### config.mk
export PLATFORM = sky130hd
export DESIGN_NAME = led_thermal_throttle_flat
export DESIGN_NICKNAME = d
export VERILOG_FILES = /design/src/rtl/ltt_pkg.sv /design/src/rtl/ltt_if.sv /design/src/rtl/ltt_ring.sv /design/src/rtl/ltt_div.sv /design/src/rtl/led_thermal_throttle.sv /design/src/flat_wrapper.sv
export SDC_FILE = /design/constraint.sdc
export NUM_CORES = 2
export LEC_CHECK = 0
export ABC_AREA = 1
export BUFFER_PORTS_ARGS = -buffer_cell sky130_fd_sc_hd__buf_2
export CAP_MARGIN = 30
export CORE_MARGIN = 8
export CORE_UTILIZATION = 55
export CTS_BUF_LIST = sky130_fd_sc_hd__clkbuf_2 sky130_fd_sc_hd__clkbuf_4 sky130_fd_sc_hd__clkbuf_8
export DETAILED_ROUTE_END_ITERATION = 12
export MAX_ROUTING_LAYER = met4
export PLACE_DENSITY = 0.72
export SKIP_CTS_REPAIR_TIMING = 1
export SYNTH_ARGS = -nofsm -noshare
export SYNTH_HDL_FRONTEND = slang
export SYNTH_SLANG_ARGS = --single-unit
### constraint.sdc
create_clock -name clk -period 6.9 [get_ports clk]
set_input_delay 0.345 -clock clk [delete_from_list [all_inputs] [get_ports clk]]
set_output_delay 0.345 -clock clk [all_outputs]
set_load 0.02 [all_outputs]
### src/rtl/ltt_pkg.sv
`default_nettype none
package ltt_pkg;

	localparam int unsigned DATA_W        = 16;
	localparam int unsigned AVG_DEPTH_DEF = 32;
	localparam int unsigned CFG_IDX_W     = 2;
	localparam int unsigned DIV_W         = 32;
	localparam int unsigned DIV_CNT_W     = $clog2(DIV_W);

	typedef enum logic [CFG_IDX_W-1:0] {
		CFG_RESTRICT = 2'd0,
		CFG_SHUTDOWN = 2'd1
	} cfg_idx_t;

	typedef enum logic [1:0] {
		MODE_NORMAL   = 2'd0,
		MODE_RESTRICT = 2'd1,
		MODE_SHUTDOWN = 2'd2
	} mode_t;

	localparam logic OP_COLOUR = 1'b0;
	localparam logic OP_SAMPLE = 1'b1;

	localparam logic [DATA_W-1:0] START_RED   = 16'd0;
	localparam logic [DATA_W-1:0] START_GREEN = 16'd1;
	localparam logic [DATA_W-1:0] START_BLUE  = 16'd0;
	localparam logic [DATA_W-1:0] SHUT_RED    = 16'd1;
	localparam logic [DATA_W-1:0] SHUT_OTHER  = 16'd0;

	typedef struct packed {
		logic              start;
		logic [DIV_W-1:0]  dividend;
		logic [DATA_W-1:0] divisor;
	} div_req_t;

	typedef struct packed {
		logic              done;
		logic [DATA_W-1:0] quotient;
	} div_rsp_t;

endpackage
`default_nettype wire

### src/rtl/ltt_if.sv
`default_nettype none
interface ltt_req_if;
	logic        valid;
	logic        ready;
	logic        op;
	logic [15:0] req_red;
	logic [15:0] req_green;
	logic [15:0] req_blue;
	logic [15:0] temp_sample;

	modport source (output valid, op, req_red, req_green, req_blue, temp_sample, input ready);
	modport sink (input valid, op, req_red, req_green, req_blue, temp_sample, output ready);
endinterface

interface ltt_rsp_if;
	logic        valid;
	logic        ready;
	logic [15:0] drive_red;
	logic [15:0] drive_green;
	logic [15:0] drive_blue;
	logic [1:0]  thermal_mode;
	logic [15:0] avg_temp;

	modport source (output valid, drive_red, drive_green, drive_blue, thermal_mode, avg_temp,
		input ready);
	modport sink (input valid, drive_red, drive_green, drive_blue, thermal_mode, avg_temp,
		output ready);
endinterface
`default_nettype wire

### src/rtl/ltt_ring.sv
`default_nettype none
module ltt_ring #(
	parameter int unsigned AVG_DEPTH = ltt_pkg::AVG_DEPTH_DEF,
	localparam int unsigned AW = $clog2(AVG_DEPTH)
) (
	input  wire logic                        clk,
	input  wire logic                        rd_en,
	input  wire logic [AW-1:0]               rd_addr,
	output      logic [ltt_pkg::DATA_W-1:0]  rd_data,
	input  wire logic                        wr_en,
	input  wire logic [AW-1:0]               wr_addr,
	input  wire logic [ltt_pkg::DATA_W-1:0]  wr_data
);

	logic [ltt_pkg::DATA_W-1:0] mem [AVG_DEPTH];

	always_ff @(posedge clk) begin
		if (wr_en) begin
			mem[wr_addr] <= wr_data;
		end
	end

	always_ff @(posedge clk) begin
		if (rd_en) begin
			rd_data <= mem[rd_addr];
		end
	end

endmodule
`default_nettype wire

### src/rtl/ltt_div.sv
`default_nettype none
module ltt_div (
	input  wire logic              clk,
	input  wire logic              arst_n,
	input  wire ltt_pkg::div_req_t req,
	output      ltt_pkg::div_rsp_t rsp
);

	logic                            busy_q;
	logic                            done_q;
	logic [ltt_pkg::DIV_CNT_W-1:0]   cnt_q;
	logic [ltt_pkg::DATA_W-1:0]      rem_q;
	logic [ltt_pkg::DATA_W-1:0]      dvs_q;
	logic [ltt_pkg::DIV_W-1:0]       quo_q;
	logic [ltt_pkg::DATA_W:0]        shifted;
	logic                            fits;
	logic [ltt_pkg::DATA_W:0]        diff;

	assign shifted = {rem_q, quo_q[ltt_pkg::DIV_W-1]};
	assign fits    = shifted >= {1'b0, dvs_q};
	assign diff    = shifted - {1'b0, dvs_q};

	always_ff @(posedge clk or negedge arst_n) begin
		if (!arst_n) begin
			busy_q <= 1'b0;
			done_q <= 1'b0;
			cnt_q  <= '0;
		end else begin
			done_q <= busy_q && (cnt_q == ltt_pkg::DIV_CNT_W'(ltt_pkg::DIV_W - 1));
			if (req.start) begin
				busy_q <= 1'b1;
				cnt_q  <= '0;
			end else if (busy_q) begin
				cnt_q <= cnt_q + 1'b1;
				if (cnt_q == ltt_pkg::DIV_CNT_W'(ltt_pkg::DIV_W - 1)) begin
					busy_q <= 1'b0;
				end
			end
		end
	end

	always_ff @(posedge clk) begin
		if (req.start) begin
			rem_q <= '0;
			quo_q <= req.dividend;
			dvs_q <= req.divisor;
		end else if (busy_q) begin
			rem_q <= fits ? diff[ltt_pkg::DATA_W-1:0] : shifted[ltt_pkg::DATA_W-1:0];
			quo_q <= {quo_q[ltt_pkg::DIV_W-2:0], fits};
		end
	end

	assign rsp.done     = done_q;
	assign rsp.quotient = quo_q[ltt_pkg::DATA_W-1:0];

endmodule
`default_nettype wire

### src/rtl/led_thermal_throttle.sv
`default_nettype none
// Request to result: a sample passes S_RD and S_AVG; then S_CMP runs once per component, then S_DONE.
// Each component scaled in restrict mode adds S_MUL (multiply) and S_DIV (32-step divide).
// One request at a time; the next is taken the cycle after a result is registered. The
// scaled components take turns on the single shared restoring divider.
// A finished result waits in the output register. Reset: arst_n clears thresholds, ring
// pointer, sum, average, mode and held colour (0,1,0).
module led_thermal_throttle #(
	parameter int unsigned AVG_DEPTH = ltt_pkg::AVG_DEPTH_DEF
) (
	input  wire logic                          clk,
	input  wire logic                          arst_n,
	input  wire logic                          wr_en,
	input  wire logic [ltt_pkg::CFG_IDX_W-1:0] wr_index,
	input  wire logic [ltt_pkg::DATA_W-1:0]    wr_data,
	ltt_req_if.sink                            req_ch,
	ltt_rsp_if.source                          rsp_ch
);

	localparam int unsigned AW        = $clog2(AVG_DEPTH);
	localparam int unsigned SUM_W     = ltt_pkg::DATA_W + AW;
	localparam int unsigned DW        = ltt_pkg::DATA_W;
	localparam int unsigned AVG_SHIFT = SUM_W + AW;
	// reciprocal of the ring depth, exact for any sum that fits SUM_W bits
	localparam logic [SUM_W:0] AVG_RECIP = (SUM_W+1)'(((64'd1 << AVG_SHIFT)
		+ 64'(AVG_DEPTH) - 64'd1) / 64'(AVG_DEPTH));

	typedef enum logic [6:0] {
		S_IDLE = 7'b0000001,
		S_RD   = 7'b0000010,
		S_AVG  = 7'b0000100,
		S_CMP  = 7'b0001000,
		S_MUL  = 7'b0010000,
		S_DIV  = 7'b0100000,
		S_DONE = 7'b1000000
	} state_t;

	state_t                 state_q;
	logic [DW-1:0]          rs_q;
	logic [DW-1:0]          ss_q;
	logic [DW-1:0]          held_q [3];
	logic [DW-1:0]          drv_q [3];
	logic [1:0]             k_q;
	logic [DW-1:0]          sample_q;
	logic [DW-1:0]          first_q;
	logic [AW-1:0]          ptr_q;
	logic                   primed_q;
	logic                   wrapped_q;
	logic [SUM_W-1:0]       sum_q;
	logic [DW-1:0]          avg_q;
	ltt_pkg::mode_t         mode_q;
	logic [2*DW-1:0]        prod_q;
	logic                   out_valid_q;

	logic                   accept;
	logic [DW-1:0]          ring_rd;
	logic [DW-1:0]          old_s;
	logic [SUM_W-1:0]       sum_new;
	logic [2*SUM_W:0]       avg_prod;
	logic [DW-1:0]          avg_new;
	logic [DW-1:0]          comp;
	logic [DW-1:0]          span;
	logic [DW-1:0]          excess;
	ltt_pkg::div_req_t      div_req;
	ltt_pkg::div_rsp_t      div_rsp;

	assign req_ch.ready = (state_q == S_IDLE);
	assign accept       = req_ch.valid && req_ch.ready;

	ltt_ring #(.AVG_DEPTH(AVG_DEPTH)) u_ring (
		.clk     (clk),
		.rd_en   (accept && (req_ch.op == ltt_pkg::OP_SAMPLE)),
		.rd_addr (ptr_q),
		.rd_data (ring_rd),
		.wr_en   (state_q == S_RD),
		.wr_addr (ptr_q),
		.wr_data (sample_q)
	);

	ltt_div u_div (
		.clk    (clk),
		.arst_n (arst_n),
		.req    (div_req),
		.rsp    (div_rsp)
	);

	assign old_s    = wrapped_q ? ring_rd : first_q;
	assign sum_new  = primed_q ? (sum_q - SUM_W'(old_s) + SUM_W'(sample_q))
	                           : SUM_W'(SUM_W'(sample_q) * SUM_W'(AVG_DEPTH));
	assign avg_prod = (2*SUM_W+1)'(sum_q) * (2*SUM_W+1)'(AVG_RECIP);
	assign avg_new  = avg_prod[AVG_SHIFT +: DW];
	assign comp     = held_q[k_q];
	assign span     = ss_q - rs_q;
	assign excess   = avg_q - rs_q;

	always_comb begin
		div_req.start    = (state_q == S_MUL);
		div_req.dividend = prod_q;
		div_req.divisor  = span;
	end

	always_ff @(posedge clk or negedge arst_n) begin
		if (!arst_n) begin
			rs_q <= '0;
			ss_q <= '0;
		end else if (wr_en) begin
			if (wr_index == ltt_pkg::CFG_RESTRICT) begin
				rs_q <= wr_data;
			end else if (wr_index == ltt_pkg::CFG_SHUTDOWN) begin
				ss_q <= wr_data;
			end
		end
	end

	always_ff @(posedge clk or negedge arst_n) begin
		if (!arst_n) begin
			state_q     <= S_IDLE;
			k_q         <= '0;
			ptr_q       <= '0;
			primed_q    <= 1'b0;
			wrapped_q   <= 1'b0;
			sum_q       <= '0;
			avg_q       <= '0;
			mode_q      <= ltt_pkg::MODE_NORMAL;
			held_q[0]   <= ltt_pkg::START_RED;
			held_q[1]   <= ltt_pkg::START_GREEN;
			held_q[2]   <= ltt_pkg::START_BLUE;
			out_valid_q <= 1'b0;
		end else begin
			if (rsp_ch.ready && state_q != S_DONE) begin
				out_valid_q <= 1'b0;
			end
			case (state_q)
				S_IDLE: begin
					k_q <= '0;
					if (accept) begin
						if (req_ch.op == ltt_pkg::OP_SAMPLE) begin
							state_q <= S_RD;
						end else begin
							held_q[0] <= req_ch.req_red;
							held_q[1] <= req_ch.req_green;
							held_q[2] <= req_ch.req_blue;
							state_q   <= S_CMP;
						end
					end
				end
				S_RD: begin
					sum_q    <= sum_new;
					primed_q <= 1'b1;
					if (ptr_q == AW'(AVG_DEPTH - 1)) begin
						ptr_q     <= '0;
						wrapped_q <= 1'b1;
					end else begin
						ptr_q <= ptr_q + 1'b1;
					end
					state_q <= S_AVG;
				end
				S_AVG: begin
					avg_q <= avg_new;
					if (avg_new < rs_q) begin
						mode_q <= ltt_pkg::MODE_NORMAL;
					end else if (avg_new < ss_q) begin
						mode_q <= ltt_pkg::MODE_RESTRICT;
					end else begin
						mode_q <= ltt_pkg::MODE_SHUTDOWN;
					end
					state_q <= S_CMP;
				end
				S_CMP: begin
					if (mode_q == ltt_pkg::MODE_RESTRICT && avg_q >= rs_q
							&& ss_q > rs_q && avg_q < ss_q) begin
						state_q <= S_MUL;
					end else if (k_q == 2'd2) begin
						state_q <= S_DONE;
					end else begin
						k_q <= k_q + 1'b1;
					end
				end
				S_MUL: begin
					state_q <= S_DIV;
				end
				S_DIV: begin
					if (div_rsp.done) begin
						if (k_q == 2'd2) begin
							state_q <= S_DONE;
						end else begin
							k_q     <= k_q + 1'b1;
							state_q <= S_CMP;
						end
					end
				end
				S_DONE: begin
					if (!out_valid_q || rsp_ch.ready) begin
						out_valid_q <= 1'b1;
						state_q     <= S_IDLE;
					end
				end
				default: begin
					state_q <= S_IDLE;
				end
			endcase
		end
	end

	always_ff @(posedge clk) begin
		if (accept) begin
			sample_q <= req_ch.temp_sample;
		end
		if (state_q == S_RD && !primed_q) begin
			first_q <= sample_q;
		end
		if (state_q == S_CMP) begin
			prod_q <= {{DW{1'b0}}, comp} * {{DW{1'b0}}, excess};
			case (mode_q)
				ltt_pkg::MODE_NORMAL: begin
					drv_q[k_q] <= comp;
				end
				ltt_pkg::MODE_RESTRICT: begin
					if (avg_q < rs_q) begin
						drv_q[k_q] <= comp;
					end else begin
						drv_q[k_q] <= '0;
					end
				end
				default: begin
					drv_q[k_q] <= (k_q == 2'd0) ? ltt_pkg::SHUT_RED : ltt_pkg::SHUT_OTHER;
				end
			endcase
		end
		if (state_q == S_DIV && div_rsp.done) begin
			drv_q[k_q] <= comp - div_rsp.quotient;
		end
		if (state_q == S_DONE && (!out_valid_q || rsp_ch.ready)) begin
			rsp_ch.drive_red    <= drv_q[0];
			rsp_ch.drive_green  <= drv_q[1];
			rsp_ch.drive_blue   <= drv_q[2];
			rsp_ch.thermal_mode <= mode_q;
			rsp_ch.avg_temp     <= avg_q;
		end
	end

	assign rsp_ch.valid = out_valid_q;

endmodule
`default_nettype wire
### src/flat_wrapper.sv
// flat-port wrapper written by rule: the top's interface ports become plain ports
module led_thermal_throttle_flat 
#(
	parameter int unsigned AVG_DEPTH = ltt_pkg::AVG_DEPTH_DEF
)
  (clk, arst_n, wr_en, wr_index, wr_data, req_ch_valid, req_ch_op, req_ch_req_red, req_ch_req_green, req_ch_req_blue, req_ch_temp_sample, req_ch_ready, rsp_ch_valid, rsp_ch_drive_red, rsp_ch_drive_green, rsp_ch_drive_blue, rsp_ch_thermal_mode, rsp_ch_avg_temp, rsp_ch_ready);
  ltt_req_if req_ch_i ();
  ltt_rsp_if rsp_ch_i ();
  input  wire logic clk;
  input  wire logic arst_n;
  input  wire logic wr_en;
  input  wire logic [ltt_pkg::CFG_IDX_W-1:0] wr_index;
  input  wire logic [ltt_pkg::DATA_W-1:0] wr_data;
  input wire logic [$bits(req_ch_i.valid)-1:0] req_ch_valid;
  input wire logic [$bits(req_ch_i.op)-1:0] req_ch_op;
  input wire logic [$bits(req_ch_i.req_red)-1:0] req_ch_req_red;
  input wire logic [$bits(req_ch_i.req_green)-1:0] req_ch_req_green;
  input wire logic [$bits(req_ch_i.req_blue)-1:0] req_ch_req_blue;
  input wire logic [$bits(req_ch_i.temp_sample)-1:0] req_ch_temp_sample;
  output wire logic [$bits(req_ch_i.ready)-1:0] req_ch_ready;
  output wire logic [$bits(rsp_ch_i.valid)-1:0] rsp_ch_valid;
  output wire logic [$bits(rsp_ch_i.drive_red)-1:0] rsp_ch_drive_red;
  output wire logic [$bits(rsp_ch_i.drive_green)-1:0] rsp_ch_drive_green;
  output wire logic [$bits(rsp_ch_i.drive_blue)-1:0] rsp_ch_drive_blue;
  output wire logic [$bits(rsp_ch_i.thermal_mode)-1:0] rsp_ch_thermal_mode;
  output wire logic [$bits(rsp_ch_i.avg_temp)-1:0] rsp_ch_avg_temp;
  input wire logic [$bits(rsp_ch_i.ready)-1:0] rsp_ch_ready;
  assign req_ch_i.valid = req_ch_valid;
  assign req_ch_i.op = req_ch_op;
  assign req_ch_i.req_red = req_ch_req_red;
  assign req_ch_i.req_green = req_ch_req_green;
  assign req_ch_i.req_blue = req_ch_req_blue;
  assign req_ch_i.temp_sample = req_ch_temp_sample;
  assign req_ch_ready = req_ch_i.ready;
  assign rsp_ch_valid = rsp_ch_i.valid;
  assign rsp_ch_drive_red = rsp_ch_i.drive_red;
  assign rsp_ch_drive_green = rsp_ch_i.drive_green;
  assign rsp_ch_drive_blue = rsp_ch_i.drive_blue;
  assign rsp_ch_thermal_mode = rsp_ch_i.thermal_mode;
  assign rsp_ch_avg_temp = rsp_ch_i.avg_temp;
  assign rsp_ch_i.ready = rsp_ch_ready;
  led_thermal_throttle #(.AVG_DEPTH(AVG_DEPTH)) u_core (.clk(clk), .arst_n(arst_n), .wr_en(wr_en), .wr_index(wr_index), .wr_data(wr_data), .req_ch(req_ch_i), .rsp_ch(rsp_ch_i));
endmodule
==> key figures <==
Place
  – IO Port Bufs: ~160
  – Pre-CTS worst setup slack: -37.7 ps
  – DP Cell Count: between 6k and 7k
  – DP HPWL: between 90 and 100 mm
  – GPL Wtd Cong: just under 1

Global route
  – Total track usage: between 20 and 30%
  – Antenna violations before repair: 4
  – Global-route wire length before repair: between 200 and 250 mm
  – Vias in the first global route: 35.2k
  – Total grt overflow: 0
  – Largest net degree at the start of global routing: ~110

Timing
  – Minimum clock period after layout: around 6800 ps
  – Fin. Hold Viols: 0
  – RSZ-0062 raised after global routing: true
  – Rel. slew slack: a little under two fifths
  – Max Fclk: between 100 and 150 MHz
  – Period utilisation layout: slightly below 100%
  – Slew at the pin with the worst max-slew slack: 940 ps
  – Final max-slew violation count: 0
  – Setup TNS: 0 ps
  – Clock Skew: between 50 and 60 ps
  – Endpoints failing setup: 0
  – Final worst slack: about 130 ps

Route
  – First DRT Iteration DRCs: 3906
  – Post-route DRC: 0
  – Final wirelength: roughly 140 mm
  – Pre-Repair DR Iteration Count: 5
  – Vias: 36.6k
  – DR WL/cell: 21.8 µm
  – DRT antenna net count: 0
  – Via-per-instance ratio: about 5.7

Yosys
  – Yosys warns: 0
  – Synth area leader: edfxtp_1
  – Syn nets: 5185
  – Post-synth top area share: between 40% and 50%
  – Yosys cell types: 70
  – Post-synthesis compound-gate area fraction: 9.71%
  – Top-count cell post-synth: edfxtp_1
  – Post-synthesis mux area share: under 10%
  – Post-synth top cells: edfxtp_1, nand2_1, inv_1
  – Top FF cell, synth: edfxtp_1
  – Synth Area in Adders: roughly 15%
  – Post-Synth XOR/XNOR Area: around 1.2%
  – Largest family of logic cells by synthesized area: adder cells
  – Top cells by area, synth: edfxtp_1, fa_1, dfrtp_1
  – Seq/Total Area, Yosys: a little over half
  – Simple-Gate Fraction of Synth Area: approximately an eighth
  – FFs w/ async S/R, synth: around 16%
  – Synth Instances: between 4k and 5k
  – Flop and latch count out of synthesis: ~910
  – Netlist Area Pre-Place: just under 50000 µm²
  – Syn Area/Cell: around 11 µm²
  – Post-synth EDFFs: roughly 750

Finish
  – Total Nets Final: between 5k and 6k
  – Layout cell share with drive strength beyond 1: 16.9%
  – Fin util: between 60 and 70%
  – Non-Filler Instances: 6420
  – Layout area overhead: 16.3%

Die
  – I/O pins: roughly 160
  – Initial Util: 55.2%
  – Die extent in x: around 320 µm
  – Die Span Y: ~320 µm
  – Die area: 99500 µm²
  – Row count: between 100 and 150
  – Area of the core: 89500 µm²

Status
  – Status: finished clean

Clock network
  – Total CTS buffers: 151
  – CTS sink count: around 900
  – CTS tree: built
  – Worst-path clk slew: around 60 ps
  – Clock Root Buffer: clkbuf_8
  – H-tree Lvls: 4
  – Clock Latency Late Sink: between 800 and 900 ps
  – Clock Path Buffers: 3

Setup path
  – Crit Path Category: reg2reg
  – Largest delay contributor family on the critical path: adder cells
  – Worst endpoint required time: between 7000 and 8000 ps
  – Critical path startpoint: u_core.avg_q[0]
  – Max incr delay on CP: around 620 ps
  – CP Launch Type: flip-flop
  – R2R depth: 34
  – Worst Path Arrival: 7360 ps
  – R2r startpoint: u_core.avg_q[0]
  – Buf/Inv on CP: 8
  – Worst R2R End: u_core.prod_q[27]
  – CP max stage cell: fa_2
  – Reg-to-reg slack, setup: roughly 130 ps
  – Worst Setup EP: u_core.prod_q[27]
  – Endpoint type of the worst setup path: flip-flop
  – Crit path top cell by count: nand2_2
  – Instance count on the critical path: 34
  – Max FO, Critical Path: 6

Job
  – Max_cap viols: 0

Worst hold path
  – Hold Path Cell Cnt: 4
  – Hold Crit Class: in2reg
  – Hold_sp: wr_index[1]
cell type report:
class	count	area [µm²]
Antenna cell	4	10.0
Timing Repair Buffer	488	3560
Clock buffer	209	2560
Timing Repair inverter	1	5.00
Inverter	606	2310
Fill cell	7038	32100
Sequential cell	913	26600
Clock inverter	55	583
Tap cell	1176	1470
Multi-Input combinational cell	2968	20300
worst reg2reg max path, delay by kind of cell, from the launching register on:
kind                     cells  cell delay, ps
XOR/XNOR                     1             150
flip-flops                   1             390
AO/OA/AOI/OAI                3             520
adder cells (fa/ha/maj)      9            3500
buffers and inverters        8             680
AND/OR/NAND/NOR             13            1260
placed cells by master (no fill, tap or decap), types with 18 or more instances in the layout:
master         count
clkbuf_4          50
nand3_1          128
xnor2_1           25
nand2_1          717
fa_1             208
a22o_1            37
dfrtp_1          139
nand3b_1          22
o21ai_0          387
or2_2             27
nand4_1           34
dlygate4sd3_1     84
o21ai_1           20
nand2_2           31
edfxtp_1         754
o22ai_1          142
mux2_2            37
inv_1            567
clkinv_1          28
inv_2             26
ha_1             231
clkbuf_8         159
a21oi_1          129
nor3_1            18
buf_2            154
nor2_1           534
buf_4            241
xor2_1            41
through the flow:
step	area (µm²)	hold WS, ps
after floorplan	49300	49.4
after global routing	57400	18.1
after CTS	55800	-602
final	57400	3.91
after global placement	52600	342
after detailed placement	52600	338
worst min path at each step:
stage                     slack [ps]                     to
after detailed placement         340  u_core.u_div.cnt_q[3]
after CTS                       -600        u_core.ptr_q[0]
after global routing              20        u_core.rs_q[11]
after global placement           340  u_core.u_div.cnt_q[3]
final                              4        u_core.rs_q[11]
after floorplan                   50        u_core.avg_q[0]
registers in the layout, summed over array words and instances (netlist names), 7 cells and up:
register / flops
u_core.u_ring.mem: 512
u_core.ss_q: 16
u_core.first_q: 16
rsp_ch_drive_green: 16
u_core.drv_q: 48
u_core.sum_q: 21
rsp_ch_drive_red: 16
u_core.held_q: 48
u_core.rs_q: 16
u_core.avg_q: 16
rsp_ch_drive_blue: 16
u_core.u_ring.rd_data: 16
u_core.u_div.rem_q: 16
u_core.sample_q: 16
u_core.u_div.quo_q: 32
u_core.rsp_ch.avg_temp: 16
u_core.state_q: 7
u_core.u_div.dvs_q: 16
u_core.prod_q: 32
metal layers:
metal | vias up | share of wire (%) | global-route usage, %
met4 | 0 | 3.0 | 8.92
met1 | 17900 | 42 | 38.9
li1 | 16700 | - | -
met5 | - | 0 | -
met3 | 259 | 9.4 | 5.89
met2 | 1705 | 46 | 43.1
logic make-up after synthesis:
family | Yosys count
muxes | 44
buffers and inverters | 758
adders and majority gates | 458
and+or+nand+nor | 1577
AOI/OAI and AO/OA | 821
DFF | 913
xor gates and xnor gates | 68
Power is left out: the tool's default activity adds up to more than one toggle a clock period on the data nets, which glitch-free logic cannot reach.
